File: src/hw/rtl/trac_pkg.sv
package trac_pkg;

    // Item kinds
    localparam logic [1:0] KIND_TICK = 2'd0;
    localparam logic [1:0] KIND_KEY  = 2'd1;
    localparam logic [1:0] KIND_TEMP = 2'd2;

    // Error codes
    localparam logic [1:0] ERR_NONE  = 2'd0;
    localparam logic [1:0] ERR_BOUND = 2'd1;
    localparam logic [1:0] ERR_ORDER = 2'd2;

    // Register indexes on the configuration port
    localparam logic [1:0] CFG_BEEP_HALF  = 2'd0;
    localparam logic [1:0] CFG_SNOOZE     = 2'd1;
    localparam logic [1:0] CFG_ERROR_HOLD = 2'd2;
    localparam logic [1:0] CFG_MAX_BOUND  = 2'd3;

    // Key codes out of the keypad map
    localparam logic [3:0] KEY_DIGIT_MAX = 4'd9;
    localparam logic [3:0] KEY_NONE      = 4'd10;
    localparam logic [3:0] KEY_C         = 4'd12;
    localparam logic [3:0] KEY_D         = 4'd13;

    // Sizes
    localparam int TIMER_BITS       = 16;
    localparam int DIGITS_PER_BOUND = 2;
    localparam int TOTAL_DIGITS     = 2 * DIGITS_PER_BOUND;
    localparam int CFG_BITS         = 16;
    localparam int BEEP_BITS        = CFG_BITS + 1;
    localparam logic [32:0] TIMER_MAX = (33'd1 << TIMER_BITS) - 33'd1;

    // Reset values
    localparam logic [15:0] RST_BEEP_HALF  = 16'd50;
    localparam logic [15:0] RST_SNOOZE     = 16'd6000;
    localparam logic [15:0] RST_ERROR_HOLD = 16'd500;
    localparam logic [6:0]  RST_MAX_BOUND  = 7'd50;
    localparam logic [6:0]  RST_BOUND_LOW  = 7'd10;
    localparam logic [6:0]  RST_BOUND_HIGH = 7'd35;
    localparam logic [6:0]  RST_TEMP       = 7'd25;

    typedef struct packed {
        logic [1:0] kind;
        logic [1:0] key_row;
        logic [1:0] key_col;
        logic [6:0] temperature;
    } in_t;

    typedef struct packed {
        logic       buzzer_on;
        logic [6:0] range_low;
        logic [6:0] range_high;
        logic       entering;
        logic [1:0] digits_entered;
        logic [1:0] error_code;
        logic       error_showing;
        logic       snoozed;
        logic       out_of_range;
        logic [6:0] temp_shown;
    } out_t;

    typedef struct packed {
        logic [15:0] beep_half_ticks;
        logic [15:0] snooze_ticks;
        logic [15:0] error_hold_ticks;
        logic [6:0]  max_bound;
    } cfg_t;

    // Map a keypad position to a digit or a key code
    function automatic logic [3:0] key_code(input logic [1:0] row, input logic [1:0] col);
        logic [3:0] code;
        case ({row, col})
            4'b00_00: code = 4'd1;
            4'b00_01: code = 4'd2;
            4'b00_10: code = 4'd3;
            4'b01_00: code = 4'd4;
            4'b01_01: code = 4'd5;
            4'b01_10: code = 4'd6;
            4'b10_00: code = 4'd7;
            4'b10_01: code = 4'd8;
            4'b10_10: code = 4'd9;
            4'b10_11: code = KEY_C;
            4'b11_01: code = 4'd0;
            4'b11_11: code = KEY_D;
            default:  code = KEY_NONE;
        endcase
        return code;
    endfunction

    // Clamp a loaded value to the timer range
    function automatic logic [TIMER_BITS-1:0] sat_load(input logic [CFG_BITS-1:0] v);
        logic [TIMER_BITS-1:0] r;
        if ({17'd0, v} > TIMER_MAX) begin
            r = TIMER_MAX[TIMER_BITS-1:0];
        end else begin
            r = TIMER_BITS'(v);
        end
        return r;
    endfunction

endpackage

File: src/hw/rtl/trac_core.sv
module trac_core (
    input  logic            aclk,
    input  logic            aresetn,
    input  logic            advance,
    input  trac_pkg::in_t   item,
    input  trac_pkg::cfg_t  cfg,
    output trac_pkg::out_t  result
);

    logic [6:0]                      bound_low_reg, bound_low_next;
    logic [6:0]                      bound_high_reg, bound_high_next;
    logic                            entry_active_reg, entry_active_next;
    logic [1:0]                      digit_count_reg, digit_count_next;
    logic [6:0]                      pending_low_reg, pending_low_next;
    logic [6:0]                      pending_high_reg, pending_high_next;
    logic [1:0]                      error_kind_reg, error_kind_next;
    logic [trac_pkg::TIMER_BITS-1:0] error_timer_reg, error_timer_next;
    logic                            snooze_request_reg, snooze_request_next;
    logic [trac_pkg::TIMER_BITS-1:0] snooze_timer_reg, snooze_timer_next;
    logic [trac_pkg::BEEP_BITS-1:0]  beep_timer_reg, beep_timer_next;
    logic                            beep_running_reg, beep_running_next;
    logic [6:0]                      last_temp_reg, last_temp_next;

    logic [3:0] key;
    logic       outside;
    logic       start_beep;

    assign key = trac_pkg::key_code(item.key_row, item.key_col);

    // Apply one item, then check for a beep cycle boundary
    always_comb begin
        bound_low_next      = bound_low_reg;
        bound_high_next     = bound_high_reg;
        entry_active_next   = entry_active_reg;
        digit_count_next    = digit_count_reg;
        pending_low_next    = pending_low_reg;
        pending_high_next   = pending_high_reg;
        error_kind_next     = error_kind_reg;
        error_timer_next    = error_timer_reg;
        snooze_request_next = snooze_request_reg;
        snooze_timer_next   = snooze_timer_reg;
        beep_timer_next     = beep_timer_reg;
        beep_running_next   = beep_running_reg;
        last_temp_next      = last_temp_reg;
        outside             = 1'b0;
        start_beep          = 1'b0;

        case (item.kind)
            trac_pkg::KIND_TICK: begin
                if (error_timer_reg != '0) begin
                    error_timer_next = error_timer_reg - 1'b1;
                    if (error_timer_next == '0) begin
                        error_kind_next = trac_pkg::ERR_NONE;
                    end
                end
                if (snooze_timer_reg != '0) begin
                    snooze_timer_next = snooze_timer_reg - 1'b1;
                    if (snooze_timer_next == '0) begin
                        snooze_request_next = 1'b0;
                    end
                end else if (beep_running_reg) begin
                    beep_timer_next = beep_timer_reg + 1'b1;
                    if (beep_timer_next >= {cfg.beep_half_ticks, 1'b0}) begin
                        beep_running_next = 1'b0;
                    end
                end
            end
            trac_pkg::KIND_KEY: begin
                if (entry_active_reg) begin
                    // Take a digit, ignore everything else
                    if (key <= trac_pkg::KEY_DIGIT_MAX) begin
                        if (32'(digit_count_reg) < trac_pkg::DIGITS_PER_BOUND) begin
                            pending_low_next = (pending_low_reg << 3) + (pending_low_reg << 1)
                                + {3'd0, key};
                        end else begin
                            pending_high_next = (pending_high_reg << 3)
                                + (pending_high_reg << 1) + {3'd0, key};
                        end
                        if (32'(digit_count_reg) + 1 < trac_pkg::TOTAL_DIGITS) begin
                            digit_count_next = digit_count_reg + 2'd1;
                        end else begin
                            entry_active_next = 1'b0;
                            digit_count_next  = 2'd0;
                            if (pending_high_next > cfg.max_bound
                                    || pending_low_next > cfg.max_bound) begin
                                error_kind_next  = trac_pkg::ERR_BOUND;
                                error_timer_next = trac_pkg::sat_load(cfg.error_hold_ticks);
                            end else if (pending_low_next >= pending_high_next) begin
                                error_kind_next  = trac_pkg::ERR_ORDER;
                                error_timer_next = trac_pkg::sat_load(cfg.error_hold_ticks);
                            end else begin
                                bound_low_next      = pending_low_next;
                                bound_high_next     = pending_high_next;
                                snooze_request_next = 1'b0;
                                error_kind_next     = trac_pkg::ERR_NONE;
                                error_timer_next    = '0;
                            end
                            if (error_timer_next == '0) begin
                                error_kind_next = trac_pkg::ERR_NONE;
                            end
                        end
                    end
                end else if (key == trac_pkg::KEY_D) begin
                    entry_active_next = 1'b1;
                    digit_count_next  = 2'd0;
                    pending_low_next  = 7'd0;
                    pending_high_next = 7'd0;
                    error_kind_next   = trac_pkg::ERR_NONE;
                    error_timer_next  = '0;
                end else if (key == trac_pkg::KEY_C && beep_running_reg
                        && beep_timer_reg < {1'b0, cfg.beep_half_ticks}) begin
                    snooze_request_next = 1'b1;
                end
            end
            trac_pkg::KIND_TEMP: begin
                last_temp_next = item.temperature;
            end
            default: begin
            end
        endcase

        // Start a snooze or a beep cycle at a boundary
        outside = (last_temp_next < bound_low_next) || (last_temp_next > bound_high_next);
        if (!beep_running_next && snooze_timer_next == '0 && outside) begin
            start_beep = 1'b1;
            if (snooze_request_next) begin
                snooze_timer_next = trac_pkg::sat_load(cfg.snooze_ticks);
                if (snooze_timer_next != '0) begin
                    start_beep = 1'b0;
                end else begin
                    snooze_request_next = 1'b0;
                end
            end
            if (start_beep) begin
                beep_running_next = 1'b1;
                beep_timer_next   = '0;
            end
        end

        result.buzzer_on      = beep_running_next
            && (beep_timer_next < {1'b0, cfg.beep_half_ticks});
        result.range_low      = bound_low_next;
        result.range_high     = bound_high_next;
        result.entering       = entry_active_next;
        result.digits_entered = digit_count_next;
        result.error_code     = error_kind_next;
        result.error_showing  = (error_timer_next != '0);
        result.snoozed        = (snooze_timer_next != '0);
        result.out_of_range   = outside;
        result.temp_shown     = last_temp_next;
    end

    // Hold state, advance on each item taken from the input register
    always_ff @(posedge aclk) begin
        if (!aresetn) begin
            bound_low_reg      <= trac_pkg::RST_BOUND_LOW;
            bound_high_reg     <= trac_pkg::RST_BOUND_HIGH;
            entry_active_reg   <= 1'b0;
            digit_count_reg    <= 2'd0;
            pending_low_reg    <= 7'd0;
            pending_high_reg   <= 7'd0;
            error_kind_reg     <= trac_pkg::ERR_NONE;
            error_timer_reg    <= '0;
            snooze_request_reg <= 1'b0;
            snooze_timer_reg   <= '0;
            beep_timer_reg     <= '0;
            beep_running_reg   <= 1'b0;
            last_temp_reg      <= trac_pkg::RST_TEMP;
        end else if (advance) begin
            bound_low_reg      <= bound_low_next;
            bound_high_reg     <= bound_high_next;
            entry_active_reg   <= entry_active_next;
            digit_count_reg    <= digit_count_next;
            pending_low_reg    <= pending_low_next;
            pending_high_reg   <= pending_high_next;
            error_kind_reg     <= error_kind_next;
            error_timer_reg    <= error_timer_next;
            snooze_request_reg <= snooze_request_next;
            snooze_timer_reg   <= snooze_timer_next;
            beep_timer_reg     <= beep_timer_next;
            beep_running_reg   <= beep_running_next;
            last_temp_reg      <= last_temp_next;
        end
    end

endmodule

File: src/hw/rtl/temp_range_alarm_controller_unit.sv
// Channel   Ports                              Word
// input     s_valid s_ready s_data             trac_pkg::in_t
// result    m_valid m_ready m_data             trac_pkg::out_t
// config    cfg_valid cfg_ready cfg_index/data index 0..3, 16-bit data
//
// One result word per input word. A word waits in the input register and is
// evaluated there against the state in the core; its result lands in the
// output register, and one word can be taken every cycle while m_ready is
// high. Reset is synchronous and active low and loads the default range and
// timings. While the output register is full and m_ready is low, the input
// register still takes one more word.
module temp_range_alarm_controller_unit (
    input  logic            aclk,
    input  logic            aresetn,
    input  logic            s_valid,
    output logic            s_ready,
    input  trac_pkg::in_t   s_data,
    output logic            m_valid,
    input  logic            m_ready,
    output trac_pkg::out_t  m_data,
    input  logic            cfg_valid,
    output logic            cfg_ready,
    input  logic [1:0]      cfg_index,
    input  logic [15:0]     cfg_data
);

    logic            in_valid_reg;
    trac_pkg::in_t   in_data_reg;
    logic            out_valid_reg;
    trac_pkg::out_t  out_data_reg;
    trac_pkg::cfg_t  cfg_reg;
    trac_pkg::out_t  result;
    logic            advance;

    assign advance   = in_valid_reg && (!out_valid_reg || m_ready);
    assign s_ready   = !in_valid_reg || advance;
    assign cfg_ready = 1'b1;
    assign m_valid   = out_valid_reg;
    assign m_data    = out_data_reg;

    // Hold configuration registers
    always_ff @(posedge aclk) begin
        if (!aresetn) begin
            cfg_reg.beep_half_ticks  <= trac_pkg::RST_BEEP_HALF;
            cfg_reg.snooze_ticks     <= trac_pkg::RST_SNOOZE;
            cfg_reg.error_hold_ticks <= trac_pkg::RST_ERROR_HOLD;
            cfg_reg.max_bound        <= trac_pkg::RST_MAX_BOUND;
        end else if (cfg_valid) begin
            case (cfg_index)
                trac_pkg::CFG_BEEP_HALF:  cfg_reg.beep_half_ticks  <= cfg_data;
                trac_pkg::CFG_SNOOZE:     cfg_reg.snooze_ticks     <= cfg_data;
                trac_pkg::CFG_ERROR_HOLD: cfg_reg.error_hold_ticks <= cfg_data;
                trac_pkg::CFG_MAX_BOUND:  cfg_reg.max_bound        <= cfg_data[6:0];
                default: begin
                end
            endcase
        end
    end

    // Capture input word
    always_ff @(posedge aclk) begin
        if (!aresetn) begin
            in_valid_reg <= 1'b0;
        end else if (s_ready) begin
            in_valid_reg <= s_valid;
        end
        if (s_valid && s_ready) begin
            in_data_reg <= s_data;
        end
    end

    trac_core u_core (
        .aclk    (aclk),
        .aresetn (aresetn),
        .advance (advance),
        .item    (in_data_reg),
        .cfg     (cfg_reg),
        .result  (result)
    );

    // Load result word, drop it once taken
    always_ff @(posedge aclk) begin
        if (!aresetn) begin
            out_valid_reg <= 1'b0;
        end else if (advance) begin
            out_valid_reg <= 1'b1;
        end else if (m_ready) begin
            out_valid_reg <= 1'b0;
        end
        if (advance) begin
            out_data_reg <= result;
        end
    end

    a_error_code_shown: assert property (@(posedge aclk) disable iff (!aresetn)
        m_valid |-> (m_data.error_code == trac_pkg::ERR_NONE || m_data.error_showing))
        else $error("error code without hold time");

    a_buzzer_not_snoozed: assert property (@(posedge aclk) disable iff (!aresetn)
        (m_valid && m_data.buzzer_on) |-> !m_data.snoozed)
        else $error("buzzer sounds during snooze");

    a_entry_clears_error: assert property (@(posedge aclk) disable iff (!aresetn)
        (m_valid && m_data.entering) |-> !m_data.error_showing)
        else $error("error shown during entry");

    a_digits_only_entering: assert property (@(posedge aclk) disable iff (!aresetn)
        (m_valid && m_data.digits_entered != 2'd0) |-> m_data.entering)
        else $error("digit count outside entry");

    a_input_held: assert property (@(posedge aclk) disable iff (!aresetn)
        (in_valid_reg && !advance) |=> (in_valid_reg && $stable(in_data_reg)))
        else $error("input word lost while stalled");

endmodule

File: config.mk
export PLATFORM = sky130hd
export DESIGN_NAME = temp_range_alarm_controller_unit
export DESIGN_NICKNAME = d
export VERILOG_FILES = /design/src/hw/rtl/trac_pkg.sv /design/src/hw/rtl/trac_core.sv /design/src/hw/rtl/temp_range_alarm_controller_unit.sv
export SDC_FILE = /design/constraint.sdc
export NUM_CORES = 1
export LEC_CHECK = 0
export BUFFER_PORTS_ARGS = -buffer_cell sky130_fd_sc_hd__buf_2
export CAP_MARGIN = 20
export CORE_MARGIN = 1
export CORE_UTILIZATION = 67
export CTS_BUF_LIST = sky130_fd_sc_hd__clkbuf_4 sky130_fd_sc_hd__clkbuf_8 sky130_fd_sc_hd__clkbuf_16
export DETAILED_ROUTE_END_ITERATION = 6
export PLACE_DENSITY_LB_ADDON = 0.08
export RECOVER_POWER = 100
export SYNTH_ARGS = -nofsm -noshare
export SYNTH_HDL_FRONTEND = slang
export SYNTH_SLANG_ARGS = --single-unit
File: constraint.sdc
create_clock -name aclk -period 24.6 [get_ports aclk]
set_input_delay 4.92 -clock aclk [delete_from_list [all_inputs] [get_ports aclk]]
set_output_delay 4.92 -clock aclk [all_outputs]
set_load 0.02 [all_outputs]
==> results by group, run 1 <==
Synthesis
  • Yosys warning total: 0
  • Synth Register Bits: 195
  • Post-synthesis cell type with the largest combined area: sky130_fd_sc_hd__dfxtp_1
  • Area share of the largest cell type after synthesis: between 20 and 25%
  • Synth Net Count: roughly 1,700
  • Top cells by area in the synthesized netlist: sky130_fd_sc_hd__dfxtp_1 (24%), sky130_fd_sc_hd__ha_1 (11%), sky130_fd_sc_hd__edfxtp_1 (10%)
  • Proportion of register bits with asynchronous set or reset after synthesis: 0%
  • Post-synth EDFFs: between 40 and 50
  • Post-synthesis instance total: approximately 1,500
  • Syn Area/Cell: 8.19 µm²
  • Dominant synthesized flop cell: sky130_fd_sc_hd__dfxtp_1
  • Synthesized area: 12,500 µm²
  • Cell variety after synth: 91
  • Post-synthesis sequential area ratio: 34.6%

Hold path
  • Type of the worst min-delay path: reg2reg
  • Hold path startpoint: u_core.last_temp_reg[2]

Timing
  • Ratio of final minimum period to clock period: 44.3%
  • Top achievable clock speed: 91.7 MHz
  • Worst-Margin Slew: 3890 ps
  • Final sum of negative setup slack: 0 ps
  • Setup-failing EPs final: 0
  • Tmin final: 10,900 ps
  • Worst-case hold slack: 459 ps
  • Worst slew margin relative to its limit: -160%
  • Setup repair after global routing missed its margin: no
  • Final-report max-slew violation count: 307
  • Final setup skew: between 15 and 20 ps
  • Final Hold Vio Count: 0

Finish
  • Area occupied by multi-input gates: 7480 µm²
  • Area of all sequential standard cells: between 4000 and 5000 µm²
  • Ratio of cells with drive above 1 in the final layout: between 7 and 8%
  • Most common cell after layout, fill and taps aside: sky130_fd_sc_hd__nand2_1
  • Fin area: 13,300 µm²
  • Fill cells: about 1,500
  • Final layout net count: 1,679
  • Ant diodes: 0
  • Commonest cells after routing, fill and taps aside: sky130_fd_sc_hd__nand2_1 (238), sky130_fd_sc_hd__dfxtp_1 (152), sky130_fd_sc_hd__a21oi_1 (148)
  • Synthesis-to-finish area growth: 6.35%
  • Max FFs per register: 55

Status
  • Violated checks: DRC, capacitance limit, slew limit
  • Outcome: finished with violations

Pwr
  • Sequential Power Share: between 40% and 50%
  • Part of the power in combinational logic: 18.3%
  • Int Pwr: 527 µW
  • Max IR drop VDD: approximately 0.000062 V
  • Power per Cell Area: 57.9 nW/µm²
  • Leakage power summed over all cells: 0.00548 µW
  • Clock share of power: 35.7%
  • Switching part of the total power: 31.8%
  • Switching power: 246 µW

Critical path
  • Maximum single-stage delay on the critical path: 1830 ps
  • Beginning of the critical path: aresetn
  • Cell type with the highest occurrence count on the critical path: sky130_fd_sc_hd__clkbuf_1
  • Worst-path cell chain: buf_2 -> clkbuf_1 -> clkinvlp_2 -> clkbuf_1 -> a211oi_1 -> a311o_1
  • Kind of start point of the critical path: input port
  • Slowest cell on the critical path: sky130_fd_sc_hd__clkinvlp_2
  • CP Data Arrival Time: 11,290 ps
  • Class of the most critical setup path: in2reg
  • Crit-path max FO: 80
  • Kind of end point of the critical path: register
  • Startpoint of the worst-slack reg-to-reg timing path: u_core.key[3]
  • Required time worst endpoint: 24,990 ps

Place
  • Gp weighted congestion: 0.965
  • Cell area reported after detailed placement: around 13,000 µm²
  • PortBufs: 67
  • Detailed placer's ending HPWL: 23,100 µm

Floorplanning
  • Initial core utilization: 69.1%
  • Area of the die: 19,300 µm²
  • Num rows: a little under 50
  • Floorplan die height: approximately 140 µm
  • Die boundary width: around 140 µm
  • Core area: about 18,000 µm²
  • Io pins: 69

Clocking
  • Post-cts resize count: 0
  • TritonCTS clock tree: yes
  • Later-pin clock latency in the skew report: 450 ps
  • Post-CTS clock slew at the launch and capture registers of the worst setup and hold paths: 80 ps
  • Setup repair bufs after CTS: 0
  • Clk root buf: sky130_fd_sc_hd__clkbuf_16
  • CTS Hold Bufs: 0
  • Number of buffers on the longest clock path: 2
  • Clock buffers created by TritonCTS: 17
  • Count of H-tree levels built during CTS: 4
  • Clock tree sinks: 195

Routing
  • Count of nets left with antenna violations after detail routing: 0
  • Total Wirelength: 32,700 µm
  • Via Count: 11,300
  • First-pass detailed-route iteration total: 7
  • Post-detailed-route wirelength per cell: 18.4 µm
  • Count of unresolved DRC violations after routing: 7
  • First-iteration detailed-routing DRC count: approximately 1,100
  • Post-detailed-route via-to-cell ratio: 6.40

GRT
  • Initial antenna violation count: 0
  • Global-route wire length before repair: between 50,000 and 60,000 µm
  • Maximum number of pins on one net before global-route repair: 81
  • All-layer global routing usage: 34.3%
  • Vias in the first global route: 10,400
  • Global route total overflow: 0

Flow run
  • Number of max-capacitance violations reported: 6
## cell type report
type | instances | area share, %
Tap cell | 229 | 2.15
Sequential cell | 195 | 32.5
Multi-Input combinational cell | 1161 | 56.1
Timing Repair Buffer | 75 | 2.56
Inverter | 81 | 2.30
Clock inverter | 15 | 1.22
Clock buffer | 17 | 3.19
## critical path: cells and delay by family
family	cells	cell delay, ps
AO/OA/AOI/OAI	2	960
buffers and inverters	4	5350
## power by group through the flow
stage / Sequential (µW) / Combinational (µW) / Clock, µW
after global placement: 361 / 138 / 0
after CTS: 354 / 142 / 279
after floorplan: 357 / 108 / 0
after global routing: 357 / 156 / 291
final: 355 / 142 / 276
after detailed placement: 362 / 140 / 0
## synthesized netlist by cell type (11+ instances only)
master,n
sky130_fd_sc_hd__mux2i_1,19
sky130_fd_sc_hd__nor2_1,119
sky130_fd_sc_hd__nor2b_1,12
sky130_fd_sc_hd__clkbuf_1,73
sky130_fd_sc_hd__a31oi_1,13
sky130_fd_sc_hd__edfxtp_1,43
sky130_fd_sc_hd__xor2_1,20
sky130_fd_sc_hd__nand4_1,18
sky130_fd_sc_hd__and2_1,16
sky130_fd_sc_hd__xnor2_1,18
sky130_fd_sc_hd__o211ai_1,24
sky130_fd_sc_hd__a21o_1,26
sky130_fd_sc_hd__nand2_1,238
sky130_fd_sc_hd__nor3_1,32
sky130_fd_sc_hd__mux2_2,20
sky130_fd_sc_hd__dfxtp_1,152
sky130_fd_sc_hd__nor4_1,16
sky130_fd_sc_hd__o21ai_1,11
sky130_fd_sc_hd__inv_1,81
sky130_fd_sc_hd__a21oi_1,148
sky130_fd_sc_hd__o21ai_0,52
sky130_fd_sc_hd__or3_1,19
sky130_fd_sc_hd__and3_1,13
sky130_fd_sc_hd__ha_1,108
sky130_fd_sc_hd__a211oi_1,17
sky130_fd_sc_hd__nand3_1,47
## worst paths after layout
| check | to | slack, ps | cells past startpoint |
|---|---|---|---|
| worst min-delay path | u_core.last_temp_reg[2] | 460 | 2 |
| worst max register to register | m_data[29] | 14340 | 35 |
| worst min register to register | u_core.last_temp_reg[2] | 460 | 2 |
| worst max-delay path | u_core.snooze_timer_reg[15] | 13700 | 6 |
## logic make-up (layout without fill, tap and decap cells)
kind of cell | Yosys count | count (layout) | share of synthesized area [%]
buf+inv | 176 | 188 | 5.69
fa+ha+maj | 112 | 112 | 11.4
compound gates | 378 | 378 | 19.2
xor+xnor | 38 | 38 | 2.65
mux | 40 | 40 | 3.49
flops | 195 | 195 | 34.6
other cells | 1 | 1 | 0.0299
simple gates | 592 | 592 | 23.0
## routing by layer
layer / GRT usage (%) / up-vias / share of wire (%)
met1: 47.1 / 5363 / 45
met5: 0 / - / 0
met2: 55.0 / 440 / 45
met3: 5.84 / 68 / 8.4
li1: - / 5477 / -
met4: 11.3 / 0 / 2.4
## per-stage QoR
| step | setup slack (ps) | instances | utilization (%) | total power [µW] |
|---|---|---|---|---|
| 3_3_place_gp | 14210 | 1740 | 70.7 | 499 |
| 3_5_place_dp | 14190 | 1740 | 70.7 | 502 |
| 2_1_floorplan | 14400 | 1532 | - | 465 |
| 4_1_cts | 14180 | 1772 | 73.9 | 775 |
| 5_1_grt | 13250 | 1773 | 73.5 | 803 |
| 6_report | 13700 | 1773 | 73.5 | 773 |
Note: power is estimated with default switching activity, not from simulation.
==> run 2: changes to the inputs <==
--- a/config.mk
+++ b/config.mk
@@ -8,7 +8,7 @@
 export BUFFER_PORTS_ARGS = -buffer_cell sky130_fd_sc_hd__buf_2
 export CAP_MARGIN = 20
 export CORE_MARGIN = 1
-export CORE_UTILIZATION = 67
+export CORE_UTILIZATION = 62
 export CTS_BUF_LIST = sky130_fd_sc_hd__clkbuf_4 sky130_fd_sc_hd__clkbuf_8 sky130_fd_sc_hd__clkbuf_16
 export DETAILED_ROUTE_END_ITERATION = 6
 export PLACE_DENSITY_LB_ADDON = 0.08
==> constraint.sdc (replaced) <==
create_clock -name aclk -period 10.2 [get_ports aclk]
set_input_delay 2.04 -clock aclk [delete_from_list [all_inputs] [get_ports aclk]]
set_output_delay 2.04 -clock aclk [all_outputs]
set_load 0.02 [all_outputs]
==> results by group, run 2 (synthesis gave the netlist of run 1 again) <==
Timing
  • Top achievable clock speed: between 100 and 150 MHz
  • Setup repair after global routing missed its margin: no
  • Setup-failing EPs final: 0
  • Worst-case hold slack: between 400 and 500 ps
  • Final setup skew: between 15 and 20 ps
  • Final sum of negative setup slack: 0 ps
  • Worst slew margin relative to its limit: -198%
  • Tmin final: just over 9000 ps
  • Final Hold Vio Count: 0
  • Worst-Margin Slew: 4480 ps
  • Final-report max-slew violation count: 300
  • Ratio of final minimum period to clock period: 90.4%

Place
  • Dpl cells: 1,776
  • Gp weighted congestion: 0.938
  • Detailed placer's ending HPWL: around 24,000 µm
  • PortBufs: 67

Floorplanning
  • Die boundary width: 144 µm
  • Area of the die: approximately 21,000 µm²
  • Initial core utilization: 63.8%
  • Floorplan die height: 144 µm
  • Core area: ~20,000 µm²
  • Io pins: 69
  • Num rows: 51

Critical path
  • Register-to-register setup slack: ~980 ps
  • CP Data Arrival Time: 9500 ps
  • Cell type with the highest occurrence count on the critical path: sky130_fd_sc_hd__a21o_1
  • Kind of end point of the critical path: register
  • Slowest cell on the critical path: sky130_fd_sc_hd__and2_0
  • Class of the most critical setup path: reg2reg
  • Kind of start point of the critical path: register
  • Required time worst endpoint: 10,480 ps
  • Crit-path max FO: 21
  • Maximum single-stage delay on the critical path: 970 ps

Pwr
  • Power per Cell Area: 141 nW/µm²
  • Int Pwr: 1320 µW
  • Part of the power in combinational logic: around 18%
  • Clock share of power: a little over a third
  • Switching power: approximately 570 µW
  • Leakage power summed over all cells: 0.00548 µW
  • Sequential Power Share: 45.2%
  • Total Power Consumption: between 1500 and 2000 µW
  • Max IR drop VDD: 0.000114 V
  • Switching part of the total power: 30.3%

Status
  • Outcome: finished with violations
  • Violated checks: capacitance limit, slew limit

GRT
  • Vias in the first global route: 10,200
  • Maximum number of pins on one net before global-route repair: 90
  • Global route total overflow: 0
  • Global-route wire length before repair: 53,500 µm
  • All-layer global routing usage: 33.2%
  • Initial antenna violation count: 0

Clocking
  • Setup repair bufs after CTS: 0
  • Clock buffers created by TritonCTS: 17
  • Post-CTS clock slew at the launch and capture registers of the worst setup and hold paths: 70 ps
  • Post-cts resize count: 0
  • Clk root buf: sky130_fd_sc_hd__clkbuf_16
  • Count of H-tree levels built during CTS: 4
  • Later-pin clock latency in the skew report: 440 ps
  • Clock tree sinks: 195
  • TritonCTS clock tree: yes
  • CTS Hold Bufs: 0
  • Number of buffers on the longest clock path: 2

Finish
  • Ratio of cells with drive above 1 in the final layout: 7.26%
  • Post-layout util: 68.1%
  • Final Instance Count excl. Fillers: 1,808
  • Commonest cells after routing, fill and taps aside: sky130_fd_sc_hd__nand2_1 (238), sky130_fd_sc_hd__dfxtp_1 (152), sky130_fd_sc_hd__a21oi_1 (148)
  • Ant diodes: 0
  • Most common cell after layout, fill and taps aside: sky130_fd_sc_hd__nand2_1
  • Final layout net count: 1,678
  • Max FFs per register: 55
  • Synthesis-to-finish area growth: 6.76%
  • Fill cells: 1,739

Routing
  • Post-detailed-route wirelength per cell: 18.6 µm
  • Via Count: 11,200
  • Total Wirelength: about 34,000 µm
  • Count of unresolved DRC violations after routing: 0
  • First-pass detailed-route iteration total: 6
  • Post-detailed-route via-to-cell ratio: 6.20
  • Count of nets left with antenna violations after detail routing: 0
  • First-iteration detailed-routing DRC count: roughly 1,100

Hold path
  • Type of the worst min-delay path: reg2reg

Flow run
  • Number of max-capacitance violations reported: 5
[run 2: cell types whose count changed in the layout (fill, tap and decap cells not counted), sizes merged]
| cell | delta |
|---|---|
| clkinv | -5 |
| bufinv | +1 |
| inv | -1 |
| clkbuf | +6 |
| buf | -3 |
| clkinvlp | +1 |
[run 2: area by class of cell]
cell class,count,area (µm²),area share (%)
flip-flops and latches,195,4330,32.4
clock inverters,11,115,0.860
inverters,81,307,2.29
clock buffers,21,485,3.63
multi-input cells,1161,7490,55.9
repair buffers,74,330,2.47
well taps,265,332,2.48
[run 2: per-stage QoR]
| step | instance area, µm² | setup slack [ps] |
|---|---|---|
| floorplan | 12500 | 1970 |
| detailed placement | 12900 | 1280 |
| finish | 13400 | 982 |
| global placement | 12900 | 1550 |
| CTS | 13500 | 1270 |
| global route | 13400 | 409 |
[run 2: per-layer routing]
metal | global-route usage [%] | wire (µm)
met3 | 4.57 | 2220
met2 | 53.6 | 15200
met4 | 9.47 | 682
met5 | 0 | 0
met1 | 46.2 | 15500
[run 2: power by group through the flow]
stage	registers, µW	logic, µW	clock network (µW)
finish	856	346	690
global route	860	379	727
CTS	854	344	696
detailed placement	872	341	0
global placement	871	337	0
floorplan	862	260	0
[run 2: worst max-delay path: cells and delay by family (launching register included)]
kind,cells,cell delay (ps)
AO/OA/AOI/OAI,19,4580
adder cells (fa/ha/maj),5,1960
buffers and inverters,2,160
XOR/XNOR,1,90
multiplexers,1,390
AND/OR/NAND/NOR,6,1520
flip-flops,1,340
[run 2: path summary, 6_finish.rpt]
| check | cells after the start | from | endpoint |
|---|---|---|---|
| setup / recovery | 34 | u_core.key[3] | m_data[29] |
| hold / removal | 2 | u_core.last_temp_reg[6] | u_core.last_temp_reg[6] |
| setup reg to reg | 34 | u_core.key[3] | m_data[29] |
| hold reg to reg | 2 | u_core.last_temp_reg[6] | u_core.last_temp_reg[6] |
